$ cat src/sv/semaphore_table_with_wait_queues_core_defines.svh
// ----------------------------------------------------------------------------
// Semaphore table assertion macros
// Clocked on clk_i, disabled while rst_ni is low.
// ----------------------------------------------------------------------------
`ifndef SEMAPHORE_TABLE_WITH_WAIT_QUEUES_CORE_DEFINES_SVH
`define SEMAPHORE_TABLE_WITH_WAIT_QUEUES_CORE_DEFINES_SVH

// Same-cycle implication.
`define STWQ_ASSERT_IMP(name, ante, cons, msg) \
  name: assert property (@(posedge clk_i) disable iff (!rst_ni) (ante) |-> (cons)) \
    else $error(msg);

// Next-cycle implication.
`define STWQ_ASSERT_NXT(name, ante, cons, msg) \
  name: assert property (@(posedge clk_i) disable iff (!rst_ni) (ante) |=> (cons)) \
    else $error(msg);

`endif

$ cat src/sv/stwq_pkg.sv
// ----------------------------------------------------------------------------
// Semaphore table package
// Shared widths, codes and control bundles.
// ----------------------------------------------------------------------------
package stwq_pkg;

  localparam int unsigned NUM_SEMS_DEF   = 16;
  localparam int unsigned WAIT_DEPTH_DEF = 8;
  localparam int unsigned PID_BITS_DEF   = 8;
  localparam int unsigned COUNT_BITS_DEF = 16;

  localparam int unsigned ID_W        = 32;
  localparam int unsigned INIT_W      = 16;
  localparam int unsigned PID_FIELD_W = 8;
  localparam int unsigned ATTACH_W    = 16;

  localparam logic [ATTACH_W-1:0] ATTACH_MAX = '1;

  typedef enum logic [1:0] {
    OP_OPEN  = 2'd0,
    OP_CLOSE = 2'd1,
    OP_WAIT  = 2'd2,
    OP_POST  = 2'd3
  } op_e;

  typedef enum logic [1:0] {
    ST_OK         = 2'd0,
    ST_UNKNOWN    = 2'd1,
    ST_TABLE_FULL = 2'd2,
    ST_WAIT_FULL  = 2'd3
  } status_e;

  typedef enum logic [1:0] {
    S_IDLE   = 2'd0,
    S_SCAN   = 2'd1,
    S_WREAD  = 2'd2,
    S_COMMIT = 2'd3
  } state_e;

  typedef struct packed {
    logic done;
    logic hit;
    logic free_found;
  } scan_flags_t;

  typedef struct packed {
    logic    ent_we;
    logic    use_free;
    logic    vld_set;
    logic    vld_clr;
    logic    wq_we;
    status_e status;
    logic    blocked;
    logic    wake_valid;
    logic    ret_en;
  } upd_ctrl_t;

endpackage

$ cat src/sv/stwq_if.sv
// ----------------------------------------------------------------------------
// Semaphore table channels
// Request and response valid/ready channels with their payload.
// ----------------------------------------------------------------------------
interface stwq_req_if import stwq_pkg::*; ();
  logic                   valid;
  logic                   ready;
  logic [1:0]             op;
  logic [ID_W-1:0]        sem_id;
  logic [INIT_W-1:0]      initial_value;
  logic [PID_FIELD_W-1:0] caller_pid;

  modport source (output valid, op, sem_id, initial_value, caller_pid, input ready);
  modport sink   (input valid, op, sem_id, initial_value, caller_pid, output ready);
endinterface

interface stwq_rsp_if import stwq_pkg::*; ();
  logic                   valid;
  logic                   ready;
  logic [1:0]             status;
  logic [ID_W-1:0]        returned_id;
  logic                   caller_blocked;
  logic                   wake_valid;
  logic [PID_FIELD_W-1:0] wake_pid;

  modport source (output valid, status, returned_id, caller_blocked, wake_valid, wake_pid,
                  input ready);
  modport sink   (input valid, status, returned_id, caller_blocked, wake_valid, wake_pid,
                  output ready);
endinterface

$ cat src/sv/stwq_ram.sv
// ----------------------------------------------------------------------------
// Generic single-port-write RAM
// One write and one registered read per cycle.
// ----------------------------------------------------------------------------
module stwq_ram #(
  parameter int unsigned WIDTH = 8,
  parameter int unsigned DEPTH = 16,
  localparam int unsigned AW   = (DEPTH > 1) ? $clog2(DEPTH) : 1
) (
  input  logic             clk_i,
  input  logic             we_i,
  input  logic [AW-1:0]    waddr_i,
  input  logic [WIDTH-1:0] wdata_i,
  input  logic             re_i,
  input  logic [AW-1:0]    raddr_i,
  output logic [WIDTH-1:0] rdata_o
);

  logic [WIDTH-1:0] mem_q [DEPTH];
  logic [WIDTH-1:0] rdata_q;

  always_ff @(posedge clk_i) begin
    if (we_i) begin
      mem_q[waddr_i] <= wdata_i;
    end
    if (re_i) begin
      rdata_q <= mem_q[raddr_i];
    end
  end

  assign rdata_o = rdata_q;

endmodule

$ cat src/sv/stwq_scan.sv
// ----------------------------------------------------------------------------
// Semaphore id scan unit
// Walks the entry RAM one entry per cycle through one shared id compare.
// ----------------------------------------------------------------------------
module stwq_scan import stwq_pkg::*; #(
  parameter int unsigned NUM_SEMS = NUM_SEMS_DEF,
  parameter int unsigned IDX_W    = $clog2(NUM_SEMS_DEF)
) (
  input  logic                clk_i,
  input  logic                rst_ni,
  input  logic                start_i,
  input  logic [ID_W-1:0]     key_i,
  input  logic [NUM_SEMS-1:0] valid_i,
  input  logic [ID_W-1:0]     rd_id_i,
  output logic                re_o,
  output logic [IDX_W-1:0]    raddr_o,
  output scan_flags_t         flags_o,
  output logic [IDX_W-1:0]    hit_idx_o,
  output logic [IDX_W-1:0]    free_idx_o
);

  localparam int unsigned CNT_W = IDX_W + 1;

  logic             active_q;
  logic [CNT_W-1:0] iss_q;
  logic             cmp_vld_q;
  logic [IDX_W-1:0] cmp_idx_q;
  logic             free_found_q;
  logic [IDX_W-1:0] free_idx_q;

  logic issue_more, cur_valid, hit, last, done, free_now;

  assign issue_more = active_q && (iss_q != CNT_W'(NUM_SEMS));
  assign re_o       = issue_more;
  assign raddr_o    = iss_q[IDX_W-1:0];

  assign cur_valid = valid_i[cmp_idx_q];
  assign hit       = cmp_vld_q && cur_valid && (rd_id_i == key_i);
  assign last      = cmp_vld_q && (cmp_idx_q == IDX_W'(NUM_SEMS - 1));
  assign done      = active_q && (hit || last);
  assign free_now  = cmp_vld_q && !cur_valid && !free_found_q;

  assign flags_o.done       = done;
  assign flags_o.hit        = hit;
  assign flags_o.free_found = free_found_q || free_now;
  assign hit_idx_o          = cmp_idx_q;
  assign free_idx_o         = free_found_q ? free_idx_q : cmp_idx_q;

  always_ff @(posedge clk_i or negedge rst_ni) begin
    if (!rst_ni) begin
      active_q     <= 1'b0;
      iss_q        <= '0;
      cmp_vld_q    <= 1'b0;
      free_found_q <= 1'b0;
    end else if (start_i) begin
      active_q     <= 1'b1;
      iss_q        <= '0;
      cmp_vld_q    <= 1'b0;
      free_found_q <= 1'b0;
    end else if (active_q) begin
      if (done) begin
        active_q  <= 1'b0;
        cmp_vld_q <= 1'b0;
      end else begin
        cmp_vld_q <= issue_more;
        if (issue_more) begin
          iss_q <= iss_q + CNT_W'(1);
        end
        if (free_now) begin
          free_found_q <= 1'b1;
        end
      end
    end
  end

  // Index and free-slot payload, no reset needed.
  always_ff @(posedge clk_i) begin
    if (active_q && !done) begin
      cmp_idx_q <= iss_q[IDX_W-1:0];
      if (free_now) begin
        free_idx_q <= cmp_idx_q;
      end
    end
  end

endmodule

$ cat src/sv/stwq_upd.sv
// ----------------------------------------------------------------------------
// Semaphore entry update unit
// Applies one operation to a fetched entry and its wait queue pointers.
// ----------------------------------------------------------------------------
module stwq_upd import stwq_pkg::*; #(
  parameter int unsigned WAIT_DEPTH = WAIT_DEPTH_DEF,
  parameter int unsigned COUNT_BITS = COUNT_BITS_DEF,
  parameter int unsigned PID_BITS   = PID_BITS_DEF,
  parameter int unsigned HEAD_W     = 3,
  parameter int unsigned FILL_W     = 4
) (
  input  op_e                   op_i,
  input  logic                  hit_i,
  input  logic                  free_found_i,
  input  logic [COUNT_BITS-1:0] init_i,
  input  logic [COUNT_BITS-1:0] count_i,
  input  logic [ATTACH_W-1:0]   attach_i,
  input  logic [HEAD_W-1:0]     head_i,
  input  logic [FILL_W-1:0]     fill_i,
  input  logic [PID_BITS-1:0]   wq_rdata_i,
  output upd_ctrl_t             ctrl_o,
  output logic [COUNT_BITS-1:0] count_o,
  output logic [ATTACH_W-1:0]   attach_o,
  output logic [HEAD_W-1:0]     head_o,
  output logic [FILL_W-1:0]     fill_o,
  output logic [HEAD_W-1:0]     slot_o,
  output logic [PID_BITS-1:0]   wake_pid_o
);

  localparam int unsigned SUM_W = FILL_W + 1;

  logic [SUM_W-1:0]    enq_sum, enq_wrap, head_inc;
  logic [HEAD_W-1:0]   enq_slot, next_head;
  logic [ATTACH_W-1:0] att_dec;

  // Ring pointer arithmetic: both sums stay below twice the depth.
  assign enq_sum   = SUM_W'(head_i) + SUM_W'(fill_i);
  assign enq_wrap  = enq_sum - SUM_W'(WAIT_DEPTH);
  assign enq_slot  = (enq_sum >= SUM_W'(WAIT_DEPTH)) ? enq_wrap[HEAD_W-1:0]
                                                      : enq_sum[HEAD_W-1:0];
  assign head_inc  = SUM_W'(head_i) + SUM_W'(1);
  assign next_head = (head_inc >= SUM_W'(WAIT_DEPTH)) ? '0 : head_inc[HEAD_W-1:0];
  assign att_dec   = (attach_i == '0) ? '0 : attach_i - ATTACH_W'(1);

  always_comb begin
    ctrl_o        = '0;
    ctrl_o.status = ST_OK;
    count_o       = count_i;
    attach_o      = attach_i;
    head_o        = head_i;
    fill_o        = fill_i;
    slot_o        = head_i;
    wake_pid_o    = '0;
    case (op_i)
      OP_OPEN: begin
        if (hit_i) begin
          ctrl_o.ent_we = 1'b1;
          ctrl_o.ret_en = 1'b1;
          if (attach_i != ATTACH_MAX) begin
            attach_o = attach_i + ATTACH_W'(1);
          end
        end else if (free_found_i) begin
          ctrl_o.ent_we   = 1'b1;
          ctrl_o.use_free = 1'b1;
          ctrl_o.vld_set  = 1'b1;
          ctrl_o.ret_en   = 1'b1;
          count_o         = init_i;
          attach_o        = ATTACH_W'(1);
          head_o          = '0;
          fill_o          = '0;
        end else begin
          ctrl_o.status = ST_TABLE_FULL;
        end
      end
      OP_CLOSE: begin
        if (!hit_i) begin
          ctrl_o.status = ST_UNKNOWN;
        end else if (att_dec == '0) begin
          ctrl_o.vld_clr = 1'b1;
        end else begin
          ctrl_o.ent_we = 1'b1;
          attach_o      = att_dec;
        end
      end
      OP_WAIT: begin
        if (!hit_i) begin
          ctrl_o.status = ST_UNKNOWN;
        end else if (count_i != '0) begin
          ctrl_o.ent_we = 1'b1;
          count_o       = count_i - COUNT_BITS'(1);
        end else if (fill_i >= FILL_W'(WAIT_DEPTH)) begin
          ctrl_o.status = ST_WAIT_FULL;
        end else begin
          ctrl_o.ent_we  = 1'b1;
          ctrl_o.wq_we   = 1'b1;
          ctrl_o.blocked = 1'b1;
          slot_o         = enq_slot;
          fill_o         = fill_i + FILL_W'(1);
        end
      end
      OP_POST: begin
        if (!hit_i) begin
          ctrl_o.status = ST_UNKNOWN;
        end else if (fill_i != '0) begin
          ctrl_o.ent_we     = 1'b1;
          ctrl_o.wake_valid = 1'b1;
          wake_pid_o        = wq_rdata_i;
          head_o            = next_head;
          fill_o            = fill_i - FILL_W'(1);
        end else if (count_i != {COUNT_BITS{1'b1}}) begin
          ctrl_o.ent_we = 1'b1;
          count_o       = count_i + COUNT_BITS'(1);
        end
      end
      default: begin
        ctrl_o.status = ST_UNKNOWN;
      end
    endcase
  end

endmodule

$ cat src/sv/semaphore_table_with_wait_queues_core.sv
// ----------------------------------------------------------------------------
// Semaphore table with wait queues
// A request starts an id scan that ends at the matching entry, or at the last
// one on a miss; a post that dequeues a waiter then reads the waiter RAM. The
// commit loads the response register. A request is taken only in idle, once the
// last has committed; the id scan compares one entry RAM word per cycle. Reset clears
// all entry valid bits and the control state at once; no clearing pass is needed.
// ----------------------------------------------------------------------------
`include "semaphore_table_with_wait_queues_core_defines.svh"

module semaphore_table_with_wait_queues_core import stwq_pkg::*; #(
  parameter int unsigned NUM_SEMS   = NUM_SEMS_DEF,
  parameter int unsigned WAIT_DEPTH = WAIT_DEPTH_DEF,
  parameter int unsigned PID_BITS   = PID_BITS_DEF,
  parameter int unsigned COUNT_BITS = COUNT_BITS_DEF
) (
  input  logic         clk_i,
  input  logic         rst_ni,
  stwq_req_if.sink     req_i,
  stwq_rsp_if.source   rsp_o
);

  // --------------------------------------------------------------------------
  // Derived sizes. Each entry RAM word packs, from the top down:
  // id, count, attach count, queue head, queue fill.
  // --------------------------------------------------------------------------
  localparam int unsigned IDX_W    = $clog2(NUM_SEMS);
  localparam int unsigned HEAD_W   = (WAIT_DEPTH > 1) ? $clog2(WAIT_DEPTH) : 1;
  localparam int unsigned FILL_W   = $clog2(WAIT_DEPTH + 1);
  localparam int unsigned FILL_LO  = 0;
  localparam int unsigned HEAD_LO  = FILL_LO + FILL_W;
  localparam int unsigned ATT_LO   = HEAD_LO + HEAD_W;
  localparam int unsigned CNT_LO   = ATT_LO + ATTACH_W;
  localparam int unsigned ID_LO    = CNT_LO + COUNT_BITS;
  localparam int unsigned REC_W    = ID_LO + ID_W;
  localparam int unsigned WQ_DEPTH = NUM_SEMS * WAIT_DEPTH;
  localparam int unsigned WA_W     = (WQ_DEPTH > 1) ? $clog2(WQ_DEPTH) : 1;
  localparam int unsigned PW       = (PID_BITS > PID_FIELD_W) ? PID_BITS : PID_FIELD_W;
  localparam int unsigned CW       = (COUNT_BITS > INIT_W) ? COUNT_BITS : INIT_W;

  // --------------------------------------------------------------------------
  // Sequencer state and request registers
  // --------------------------------------------------------------------------
  state_e state_q, state_d;

  logic [1:0]            op_q;
  logic [ID_W-1:0]       id_q;
  logic [COUNT_BITS-1:0] init_q;
  logic [PID_BITS-1:0]   pid_q;
  logic                  hit_q;
  logic                  free_found_q;
  logic [IDX_W-1:0]      hit_idx_q;
  logic [IDX_W-1:0]      free_idx_q;
  logic [ID_LO-1:0]      rec_q;
  logic [NUM_SEMS-1:0]   valid_q;

  // Response register: parts the sequencer from the response channel.
  logic                   out_valid_q;
  logic [1:0]             status_q;
  logic [ID_W-1:0]        ret_id_q;
  logic                   blocked_q;
  logic                   wake_valid_q;
  logic [PID_FIELD_W-1:0] wake_pid_q;

  logic accept, commit_go, scan_start, wq_re;

  logic [CW-1:0] init_ext;
  logic [PW-1:0] pid_ext, wake_ext;

  // Entry RAM ports
  logic             ent_we;
  logic [IDX_W-1:0] ent_waddr, ent_raddr;
  logic [REC_W-1:0] ent_wdata, ent_rdata;
  logic             ent_re;

  // Waiter RAM ports
  logic [WA_W-1:0]     wq_addr;
  logic [PID_BITS-1:0] wq_rdata;
  logic                wq_we;

  // Scan unit results
  scan_flags_t      scan_flags;
  logic [IDX_W-1:0] scan_hit_idx, scan_free_idx;

  // Update unit results
  upd_ctrl_t             ctrl;
  logic [COUNT_BITS-1:0] count_n;
  logic [ATTACH_W-1:0]   attach_n;
  logic [HEAD_W-1:0]     head_n;
  logic [FILL_W-1:0]     fill_n;
  logic [HEAD_W-1:0]     slot;
  logic [PID_BITS-1:0]   wake_pid_n;

  assign accept = req_i.valid && req_i.ready;

  // Narrow or widen the request fields to the configured widths.
  assign init_ext = CW'(req_i.initial_value);
  assign pid_ext  = PW'(req_i.caller_pid);

  // --------------------------------------------------------------------------
  // Next state
  // --------------------------------------------------------------------------
  always_comb begin
    state_d = state_q;
    case (state_q)
      S_IDLE: begin
        if (accept) begin
          state_d = S_SCAN;
        end
      end
      S_SCAN: begin
        if (scan_flags.done) begin
          // Post with queued waiters fetches the head pid first.
          if (scan_flags.hit && (op_e'(op_q) == OP_POST) &&
              (ent_rdata[FILL_LO +: FILL_W] != '0)) begin
            state_d = S_WREAD;
          end else begin
            state_d = S_COMMIT;
          end
        end
      end
      S_WREAD: begin
        state_d = S_COMMIT;
      end
      S_COMMIT: begin
        if (commit_go) begin
          state_d = S_IDLE;
        end
      end
      default: begin
        state_d = S_IDLE;
      end
    endcase
  end

  // --------------------------------------------------------------------------
  // Sequencer outputs
  // --------------------------------------------------------------------------
  always_comb begin
    req_i.ready = 1'b0;
    scan_start  = 1'b0;
    wq_re       = 1'b0;
    commit_go   = 1'b0;
    case (state_q)
      S_IDLE: begin
        req_i.ready = 1'b1;
        scan_start  = req_i.valid;
      end
      S_SCAN: begin
      end
      S_WREAD: begin
        wq_re = 1'b1;
      end
      S_COMMIT: begin
        // Commit only when the response register is free or draining.
        commit_go = !out_valid_q || rsp_o.ready;
      end
      default: begin
      end
    endcase
  end

  always_ff @(posedge clk_i or negedge rst_ni) begin
    if (!rst_ni) begin
      state_q <= S_IDLE;
    end else begin
      state_q <= state_d;
    end
  end

  // --------------------------------------------------------------------------
  // Request capture and scan result latch
  // --------------------------------------------------------------------------
  always_ff @(posedge clk_i) begin
    if (accept) begin
      op_q   <= req_i.op;
      id_q   <= req_i.sem_id;
      init_q <= init_ext[COUNT_BITS-1:0];
      pid_q  <= pid_ext[PID_BITS-1:0];
    end
    if ((state_q == S_SCAN) && scan_flags.done) begin
      hit_q        <= scan_flags.hit;
      free_found_q <= scan_flags.free_found;
      hit_idx_q    <= scan_hit_idx;
      free_idx_q   <= scan_free_idx;
      rec_q        <= ent_rdata[ID_LO-1:0];
    end
  end

  // Valid bits: set on create, clear when the last attachment closes.
  always_ff @(posedge clk_i or negedge rst_ni) begin
    if (!rst_ni) begin
      valid_q <= '0;
    end else if (commit_go) begin
      if (ctrl.vld_set) begin
        valid_q[free_idx_q] <= 1'b1;
      end
      if (ctrl.vld_clr) begin
        valid_q[hit_idx_q] <= 1'b0;
      end
    end
  end

  // --------------------------------------------------------------------------
  // Id scan over the entry RAM
  // --------------------------------------------------------------------------
  stwq_scan #(
    .NUM_SEMS (NUM_SEMS),
    .IDX_W    (IDX_W)
  ) u_scan (
    .clk_i      (clk_i),
    .rst_ni     (rst_ni),
    .start_i    (scan_start),
    .key_i      (id_q),
    .valid_i    (valid_q),
    .rd_id_i    (ent_rdata[ID_LO +: ID_W]),
    .re_o       (ent_re),
    .raddr_o    (ent_raddr),
    .flags_o    (scan_flags),
    .hit_idx_o  (scan_hit_idx),
    .free_idx_o (scan_free_idx)
  );

  // --------------------------------------------------------------------------
  // Entry update
  // --------------------------------------------------------------------------
  stwq_upd #(
    .WAIT_DEPTH (WAIT_DEPTH),
    .COUNT_BITS (COUNT_BITS),
    .PID_BITS   (PID_BITS),
    .HEAD_W     (HEAD_W),
    .FILL_W     (FILL_W)
  ) u_upd (
    .op_i         (op_e'(op_q)),
    .hit_i        (hit_q),
    .free_found_i (free_found_q),
    .init_i       (init_q),
    .count_i      (rec_q[CNT_LO +: COUNT_BITS]),
    .attach_i     (rec_q[ATT_LO +: ATTACH_W]),
    .head_i       (rec_q[HEAD_LO +: HEAD_W]),
    .fill_i       (rec_q[FILL_LO +: FILL_W]),
    .wq_rdata_i   (wq_rdata),
    .ctrl_o       (ctrl),
    .count_o      (count_n),
    .attach_o     (attach_n),
    .head_o       (head_n),
    .fill_o       (fill_n),
    .slot_o       (slot),
    .wake_pid_o   (wake_pid_n)
  );

  // --------------------------------------------------------------------------
  // Entry RAM: scan reads, commit writes back the updated word
  // --------------------------------------------------------------------------
  assign ent_we    = commit_go && ctrl.ent_we;
  assign ent_waddr = ctrl.use_free ? free_idx_q : hit_idx_q;
  assign ent_wdata = {id_q, count_n, attach_n, head_n, fill_n};

  stwq_ram #(
    .WIDTH (REC_W),
    .DEPTH (NUM_SEMS)
  ) u_ent_ram (
    .clk_i   (clk_i),
    .we_i    (ent_we),
    .waddr_i (ent_waddr),
    .wdata_i (ent_wdata),
    .re_i    (ent_re),
    .raddr_i (ent_raddr),
    .rdata_o (ent_rdata)
  );

  // --------------------------------------------------------------------------
  // Waiter RAM: each entry owns WAIT_DEPTH consecutive slots
  // --------------------------------------------------------------------------
  assign wq_addr = WA_W'(hit_idx_q) * WA_W'(WAIT_DEPTH) + WA_W'(slot);
  assign wq_we   = commit_go && ctrl.wq_we;

  stwq_ram #(
    .WIDTH (PID_BITS),
    .DEPTH (WQ_DEPTH)
  ) u_wq_ram (
    .clk_i   (clk_i),
    .we_i    (wq_we),
    .waddr_i (wq_addr),
    .wdata_i (pid_q),
    .re_i    (wq_re),
    .raddr_i (wq_addr),
    .rdata_o (wq_rdata)
  );

  // --------------------------------------------------------------------------
  // Response register: load on commit, drop on the response beat
  // --------------------------------------------------------------------------
  assign wake_ext = PW'(wake_pid_n);

  always_ff @(posedge clk_i or negedge rst_ni) begin
    if (!rst_ni) begin
      out_valid_q <= 1'b0;
    end else if (commit_go) begin
      out_valid_q <= 1'b1;
    end else if (rsp_o.ready) begin
      out_valid_q <= 1'b0;
    end
  end

  always_ff @(posedge clk_i) begin
    if (commit_go) begin
      status_q     <= ctrl.status;
      ret_id_q     <= ctrl.ret_en ? id_q : '0;
      blocked_q    <= ctrl.blocked;
      wake_valid_q <= ctrl.wake_valid;
      wake_pid_q   <= wake_ext[PID_FIELD_W-1:0];
    end
  end

  assign rsp_o.valid          = out_valid_q;
  assign rsp_o.status         = status_q;
  assign rsp_o.returned_id    = ret_id_q;
  assign rsp_o.caller_blocked = blocked_q;
  assign rsp_o.wake_valid     = wake_valid_q;
  assign rsp_o.wake_pid       = wake_pid_q;

  // --------------------------------------------------------------------------
  // Assertions
  // --------------------------------------------------------------------------
  `STWQ_ASSERT_NXT(a_accept_scans, accept, state_q == S_SCAN, "request beat did not scan")
  `STWQ_ASSERT_IMP(a_no_write_in_scan, state_q == S_SCAN, !ent_we, "entry write during scan")
  `STWQ_ASSERT_NXT(a_commit_loads, commit_go, rsp_o.valid, "commit did not load response")
  `STWQ_ASSERT_IMP(a_block_wake_excl, rsp_o.valid,
                   !(rsp_o.caller_blocked && rsp_o.wake_valid), "blocked and wake together")
  `STWQ_ASSERT_IMP(a_blocked_ok, rsp_o.valid && rsp_o.caller_blocked,
                   rsp_o.status == ST_OK, "blocked with error status")

endmodule
$ cat src/flat_wrapper.sv
// flat-port wrapper written by rule: the top's interface ports become plain ports
module semaphore_table_with_wait_queues_core_flat import stwq_pkg::*;
#(
  parameter int unsigned NUM_SEMS   = NUM_SEMS_DEF,
  parameter int unsigned WAIT_DEPTH = WAIT_DEPTH_DEF,
  parameter int unsigned PID_BITS   = PID_BITS_DEF,
  parameter int unsigned COUNT_BITS = COUNT_BITS_DEF
)
  (clk_i, rst_ni, req_i_valid, req_i_op, req_i_sem_id, req_i_initial_value, req_i_caller_pid, req_i_ready, rsp_o_valid, rsp_o_status, rsp_o_returned_id, rsp_o_caller_blocked, rsp_o_wake_valid, rsp_o_wake_pid, rsp_o_ready);
  stwq_req_if req_i_i ();
  stwq_rsp_if rsp_o_i ();
  input  logic clk_i;
  input  logic rst_ni;
  input wire logic [$bits(req_i_i.valid)-1:0] req_i_valid;
  input wire logic [$bits(req_i_i.op)-1:0] req_i_op;
  input wire logic [$bits(req_i_i.sem_id)-1:0] req_i_sem_id;
  input wire logic [$bits(req_i_i.initial_value)-1:0] req_i_initial_value;
  input wire logic [$bits(req_i_i.caller_pid)-1:0] req_i_caller_pid;
  output wire logic [$bits(req_i_i.ready)-1:0] req_i_ready;
  output wire logic [$bits(rsp_o_i.valid)-1:0] rsp_o_valid;
  output wire logic [$bits(rsp_o_i.status)-1:0] rsp_o_status;
  output wire logic [$bits(rsp_o_i.returned_id)-1:0] rsp_o_returned_id;
  output wire logic [$bits(rsp_o_i.caller_blocked)-1:0] rsp_o_caller_blocked;
  output wire logic [$bits(rsp_o_i.wake_valid)-1:0] rsp_o_wake_valid;
  output wire logic [$bits(rsp_o_i.wake_pid)-1:0] rsp_o_wake_pid;
  input wire logic [$bits(rsp_o_i.ready)-1:0] rsp_o_ready;
  assign req_i_i.valid = req_i_valid;
  assign req_i_i.op = req_i_op;
  assign req_i_i.sem_id = req_i_sem_id;
  assign req_i_i.initial_value = req_i_initial_value;
  assign req_i_i.caller_pid = req_i_caller_pid;
  assign req_i_ready = req_i_i.ready;
  assign rsp_o_valid = rsp_o_i.valid;
  assign rsp_o_status = rsp_o_i.status;
  assign rsp_o_returned_id = rsp_o_i.returned_id;
  assign rsp_o_caller_blocked = rsp_o_i.caller_blocked;
  assign rsp_o_wake_valid = rsp_o_i.wake_valid;
  assign rsp_o_wake_pid = rsp_o_i.wake_pid;
  assign rsp_o_i.ready = rsp_o_ready;
  semaphore_table_with_wait_queues_core #(.NUM_SEMS(NUM_SEMS), .WAIT_DEPTH(WAIT_DEPTH), .PID_BITS(PID_BITS), .COUNT_BITS(COUNT_BITS)) u_core (.clk_i(clk_i), .rst_ni(rst_ni), .req_i(req_i_i), .rsp_o(rsp_o_i));
endmodule
$ cat config.mk
export PLATFORM = sky130hd
export DESIGN_NAME = semaphore_table_with_wait_queues_core_flat
export DESIGN_NICKNAME = d
export VERILOG_FILES = /design/src/sv/stwq_pkg.sv /design/src/sv/stwq_if.sv /design/src/sv/stwq_ram.sv /design/src/sv/stwq_scan.sv /design/src/sv/stwq_upd.sv /design/src/sv/semaphore_table_with_wait_queues_core.sv /design/src/flat_wrapper.sv
export VERILOG_INCLUDE_DIRS = /design/src /design/src/sv
export SDC_FILE = /design/constraint.sdc
export NUM_CORES = 2
export LEC_CHECK = 0
export BUFFER_PORTS_ARGS = -buffer_cell sky130_fd_sc_hd__buf_2
export CAP_MARGIN = 20
export CORE_MARGIN = 4
export CORE_UTILIZATION = 40
export DETAILED_ROUTE_END_ITERATION = 10
export PLACE_DENSITY = 0.66
export SYNTH_ARGS = -nofsm -noshare
export SYNTH_HDL_FRONTEND = slang
export SYNTH_SLANG_ARGS = --single-unit
export TNS_END_PERCENT = 20
$ cat constraint.sdc
create_clock -name clk_i -period 11.7 [get_ports clk_i]
set_input_delay 2.34 -clock clk_i [delete_from_list [all_inputs] [get_ports clk_i]]
set_output_delay 2.34 -clock clk_i [all_outputs]
set_load 0.05 [all_outputs]
Word level (Yosys, flattened, before mapping). Memories as Yosys holds them, arrays and structs flattened. A register that Yosys moved wholly into a read port is not among the register bits. Cells that the tools add are included.

Memory bits (writable): 2160. Word-level logic and storage cells: 209. Bits of input ports: 62. Flip-flop bits (word level): 186. Memories kept: 2.

Magnitude comparators: 8. Bitwise operators: 5. $add $sub $neg: 11. Equal/unequal tests: 15. Reduce and logical (&&, ||, !) cells: 42. Muxes and demuxes: 103.

Memories: u_core.u_ent_ram.mem_q (depth 16, width 71, rd ports 1, clocked after Yosys merged registers in 1, wr ports 1, RTL line stwq_ram.sv:19) `logic [WIDTH-1:0] mem_q [DEPTH];`; u_core.u_wq_ram.mem_q (depth 128, width 8, rd ports 1, clocked after Yosys merged registers in 1, wr ports 1, RTL line stwq_ram.sv:19).

Operator list (number): two-way mux 16 bit (16); case mux 16 bit (3 select lines) (1); two-way mux 1 bit (43); two-way mux 4 bit (10); two-way mux 3 bit (11); adder 16 x 1 -> 16 bit, second input constant (2); == test 32 bit (1); zero test 16 bit (2); != test 16 bit, second input constant (2); case mux 16 bit (2 select lines) (1); subtractor 16 x 1 -> 16 bit, second input constant (2); two-way mux 5 bit (4); two-way mux 2 bit (9); bitwise AND 16 bit (1); logical AND 1 bit (16); NOT 16 bit (1); OR 16 bit (1); nonzero test 16 bit (1); < comparator 4 x 5 -> 1 bit, second input constant (3); case mux 4 bit (3 select lines) (1); AND reduction 3 bit (4); demux 1 bit (select 4 bit) (2); == test 2 bit, second input constant (4); greater-or-equal comparator 4 x 1 -> 1 bit, second input constant (2); 28 further kinds (44).

Longest topological paths before layout.
Depth after elaboration: 9. Gate-level depth with buffers: 17.

Cells and area by module. From an unflattened synthesis, not the netlist that was laid out.

Cells, all modules: 4466. Area total of the unflattened synthesis: 95248.9 um^2.

Modules (own cells, without submodules): stwq_ram at u_core.u_ent_ram (cells an instance 1826, times used 1, area an instance 44622.8 um^2); stwq_ram at u_core.u_wq_ram (cells an instance 1635, times used 1, area an instance 39745.6 um^2); semaphore_table_with_wait_queues_core (cells an instance 303, times used 1, area an instance 6038.3 um^2); stwq_upd (cells an instance 562, times used 1, area an instance 3452.1 um^2); stwq_scan (cells an instance 140, times used 1, area an instance 1390.1 um^2).

Worst setup path before layout. OpenSTA, ideal clock, no wires.

Path type: in2reg. Start: input rsp_o_ready. End: memory u_core.u_ent_ram.mem_q[10][0] (netlist bit), enable pin. Stages: 6. Path buffers: 1. Setup slack: -39 ps. Arrival time: 11064 ps. Cells stage by stage: nand2b_1 > nand2_1 > inv_1 > o21ai_1 > clkbuf_1 > nor4_1.

Cells in the longest elaborated chain, start to end: 5.

Ends and longest elaborated chain: from (decl) (RTL line flat_wrapper.sv:26) `input wire logic [$bits(rsp_o_i.ready)-1:0] rsp_o_ready;`; logical OR 1 bit (RTL line semaphore_table_with_wait_queues_core.sv:156) `commit_go = !out_valid_q || rsp_o.ready;`; two-way mux 1 bit (RTL line semaphore_table_with_wait_queues_core.sv:144) `case (state_q)`; via u_core.commit_go (RTL line semaphore_table_with_wait_queues_core.sv:65) `logic accept, commit_go, scan_start, wq_re;`; logical AND 1 bit (RTL line semaphore_table_with_wait_queues_core.sv:255) `assign ent_we = commit_go && ctrl.ent_we;`; two-way mux 1 bit (RTL line stwq_ram.sv:23) `if (we_i) begin`; two-way mux 1 bit (implied by the code) (RTL line stwq_ram.sv:24) `mem_q[waddr_i] <= wdata_i;`; to (decl) (RTL line stwq_ram.sv:19).

The timed path passes the listed nets, and every way through them passes these cells.

Worst setup path after layout.
Start: register u_core.rec_q[25]. End: register u_core.u_wq_ram.rdata_q[3], in the netlist u_core.u_wq_ram.rdata_o[3] (read register of u_core.u_wq_ram.mem_q) (data pin).

Cells in the longest elaborated chain, start to end: 5.

Ends and longest elaborated chain: from (decl) (RTL line semaphore_table_with_wait_queues_core.sv:54) `logic [ID_LO-1:0] rec_q;`; from (signal assigned) (RTL line semaphore_table_with_wait_queues_core.sv:186) `rec_q <= ent_rdata[ID_LO-1:0];`; nonzero test 16 bit (RTL line stwq_upd.sv:88) `end else if (count_i != '0) begin`; two-way mux 3 bit (RTL line stwq_upd.sv:88); two-way mux 3 bit (RTL line stwq_upd.sv:86) `if (!hit_i) begin`; two-way mux 3 bit (RTL line stwq_upd.sv:54) `case (op_i)`; adder 7 x 3 -> 7 bit (RTL line semaphore_table_with_wait_queues_core.sv:275) `assign wq_addr = WA_W'(hit_idx_q) * WA_W'(WAIT_DEPTH) + WA_W'(slot);`; to (decl) (RTL line stwq_ram.sv:20) `logic [WIDTH-1:0] rdata_q;`.

Every way passes these cells. A chain may end at the register's enable or synchronous reset.

==> results.yml <==
detailed_routing:
  drt.antenna.violating_nets: 0
  wl_mm: 233
  drt_drc_violations_left: 0
  via_per_inst: 5.70
  routed-via-count: 50362
  drt-initial-drc-count: 6214
  wire_per_inst_um: 26.4
  first_pass_iters: 8
logic_synthesis:
  synth-edff-count: 2398
  netlist.area_leader.share_pct: 75.7
  yosysSeqAreaShare_pct: 76.5
  synth_area_per_cell_um2: 18.0
  synth_area_leaders: "edfxtp_1 (76%), mux4_2 (8.5%), mux2i_1 (2.2%)"
  synth.cell_area_um2: 95100
  synth_flop_cell: "edfxtp_1"
  synthesis.nets: 5372
  ys.warnings.count: 0
  synth_cell_types: 84
  syn_inst: 5289
  ys_ff_latch: 2425
  postSynth.asyncResetShare_pct: 1.11
  yosys.area.top_type: "edfxtp_1"
clock_network:
  cts_buffers: 230
  cts_setup_buffers: 0
  clock_latency_ps: 870
  clock-sinks: 2425
  clk_path_buf_depth: 3
  ctsResizeCount: 0
  postCtsHoldBufs: 0
  clk_pin_slew_ps: 60
  clock-root-buffer: "clkbuf_16"
  cts_tree: "done"
  htree_levels: 4
floorplanning:
  fp.coreArea_um2: 236000
  dieArea_um2: 246000
  die_x_um: 496
  initial_core_util_pct: 40.3
  std_cell_rows: 178
  io_pins: 108
  die_height_um: 496
final_layout:
  regArea_um2: 72700
  final_common_cell: "edfxtp_1"
  fin_area_um2: 107000
  drive_above_1_share_pct: 18.2
  fin_cells: 8833
  multi_input_area_um2: 21200
  areaGrowthSynthToFinish_pct: 12.7
  final_cell_mix: "edfxtp_1 (2398), nand2_1 (517), mux4_2 (359)"
  fillCellCount: 19666
  nets: 5565
sta:
  worst_pin_slew_ps: 1230
  fmax_mhz: 157
  fin_tns_setup_ps: 0
  maxSlewViolCount: 0
  finalCriticalPeriod_ps: 6370
  rsz0062_at_grt: "false"
  fin_skew_ps: 43.4
  hold_viol: 0
  finalCritPeriodShare_pct: 54.5
  max-slew-margin-rel_pct: 17.9
  setup_viol: 0
worst_setup_path:
  r2r-start: "u_core.rec_q[25]"
  r2r-end: "u_core.u_wq_ram.rdata_o[3]"
  critPathCaptureType: "flop"
  path_depth: 10
  reg2reg_depth: 10
  path_delay_family: "simple AND/OR/NAND/NOR gates"
  crit_buf_inv: 1
  startpoint_type: "flop"
  critical-path-max-stage-delay_ps: 830
  ff2ff_setup_slack_ps: 5330
  path_cells: "nor4_1 > nand4_1 > o21ai_4 > nand2_4 > buf_4 > nand2_1 > a21oi_1 > a2111oi_0 > nand3_1 > and4_1"
  path_max_fanout: 57
  critical_path.slowest_cell: "o21ai_4"
  worstPathArrival_ps: 6990
  worstSetupPathType: "flop to flop"
  critPathRequiredTime_ps: 12320
global_route:
  grt_max_degree: 145
  gr-total-overflow: 0
  antenna_found_initial: 9
  first_global_vias: 50051
  grt_usage_pct: 18.8
  grt_pass1_wl_mm: 342
place:
  dp.cells: 8390
  portBuffers: 107
  place_hpwl_mm: 135
  dpl_cell_area_um2: 99600
  routabilityCongestion: 0.851
min_path:
  min_path_cells: 0
  holdPathEnd: "u_core.rec_q[19]"
  min-delay-start: "u_core.u_ent_ram.rdata_o[19]"
  worst_hold_path_type: "flop to flop"
power:
  p_per_area_nw_per_um2: 156
  p_leak_nw: 34.7
  ir_worst_vdd_mv: 0.152
  p_total_mw: 16.7
run:
  cap_violations: 0
outcome:
  status: "finished, final reports clean"
-- synth_stat cells (16+ instances only) --
cell / instances
nor2_1: 209
inv_1: 36
edfxtp_1: 2398
mux2_2: 37
mux2i_1: 209
nand4_1: 29
mux4_2: 359
nand3_1: 116
a21oi_1: 300
a22oi_1: 43
o22ai_1: 77
nand2_1: 518
o221ai_1: 16
a211oi_1: 44
o21ai_0: 87
a2111oi_0: 21
and2_1: 42
and3_1: 29
clkbuf_1: 171
buf_1: 38
a31oi_1: 31
nor4_1: 76
ha_1: 20
dfrtp_1: 27
buf_2: 69
xor2_1: 37
and4_1: 17
nor3_1: 53
-- cells by family (layout without fill, tap and decap cells) --
group	count (synthesis)	after routing	share of synthesized area (%)
other cells	0	4	0
fa+ha+maj	21	21	0.284
buf+inv	326	716	1.43
mux	605	605	11.1
simple gates	1165	1165	5.70
xor+xnor	50	50	0.469
compound gates	697	697	4.51
flops	2425	2425	76.5
-- per-stage QoR --
| stage | util [%] | hold slack [ps] | setup WS [ps] |
|---|---|---|---|
| after floorplan | - | 400 | -39.0 |
| after global placement | 42.2 | 401 | 5130 |
| after detailed placement | 42.2 | 406 | 5150 |
| after CTS | 45.4 | 420 | 5410 |
| after global routing | 45.4 | 422 | 5190 |
| final | 45.4 | 419 | 5330 |
-- final cells by class --
cell class / instances / share of cell area (%)
repair buffers: 250 / 1.58
diodes: 4 / 0.00934
clock inverters: 141 / 1.23
flip-flops and latches: 2425 / 67.9
inverters: 37 / 0.131
well taps: 3150 / 3.68
multi-input cells: 2538 / 19.8
clock buffers: 288 / 5.70
-- power by group --
part | switching, mW | total (mW) | internal [mW]
Combinational | 0.00781 | 0.0150 | 0.00713
Clock | 3.18 | 7.32 | 4.14
Sequential | 0 | 9.40 | 9.40
Total | 3.19 | 16.7 | 13.5
-- worst register-to-register path, delay by kind of cell, from the launching register on --
kind	cells	cell delay [ps]
buf+inv	1	570
flops	1	540
simple gates	6	3350
compound gates	3	1690
-- state kept, by name, summed over array words and instances (netlist names), 2 cells and up --
signal and cells:
u_core.u_ent_ram.mem_q 1136, u_core.u_wq_ram.mem_q 1024, u_core.u_ent_ram.rdata_o 71, u_core.rec_q 39, u_core.id_q 32, u_core.rsp_o.returned_id 32
u_core.init_q 16, u_core.valid_q 16, u_core.pid_q 8, u_core.rsp_o.wake_pid 8, u_core.u_wq_ram.rdata_o 8, u_core.u_scan.iss_q 5
u_core.free_idx_q 4, u_core.hit_idx_q 4, u_core.u_scan.free_idx_q 4, u_core.u_scan.hit_idx_o 4, u_core.op_q 2, u_core.rsp_o.status 2
u_core.state_q 2
-- layer usage --
layer  vias up  part of all wire [%]  track usage [%]  wire length [um]
met1     26020                    40             25.4             92700
met5         -                     0                0                 0
met3       417                   7.9             3.53             18400
met2      2302                    49             30.7            114000
li1      21623                     -                -                 -
met4         0                   3.5             6.24              8220
-- how the worst max path moves through the flow --
stage | from | end
3_3_place_gp | rsp_o_ready | u_core.u_ent_ram.mem_q[0][26]
6_report | u_core.rec_q[25] | u_core.u_wq_ram.rdata_o[3]
3_5_place_dp | rsp_o_ready | u_core.u_ent_ram.mem_q[1][48]
4_1_cts | u_core.rec_q[25] | u_core.u_wq_ram.rdata_o[3]
2_1_floorplan | rsp_o_ready | u_core.u_ent_ram.mem_q[10][0]
5_1_grt | u_core.rec_q[30] | u_core.u_wq_ram.rdata_o[3]
(Power assumes the default switching activity.)
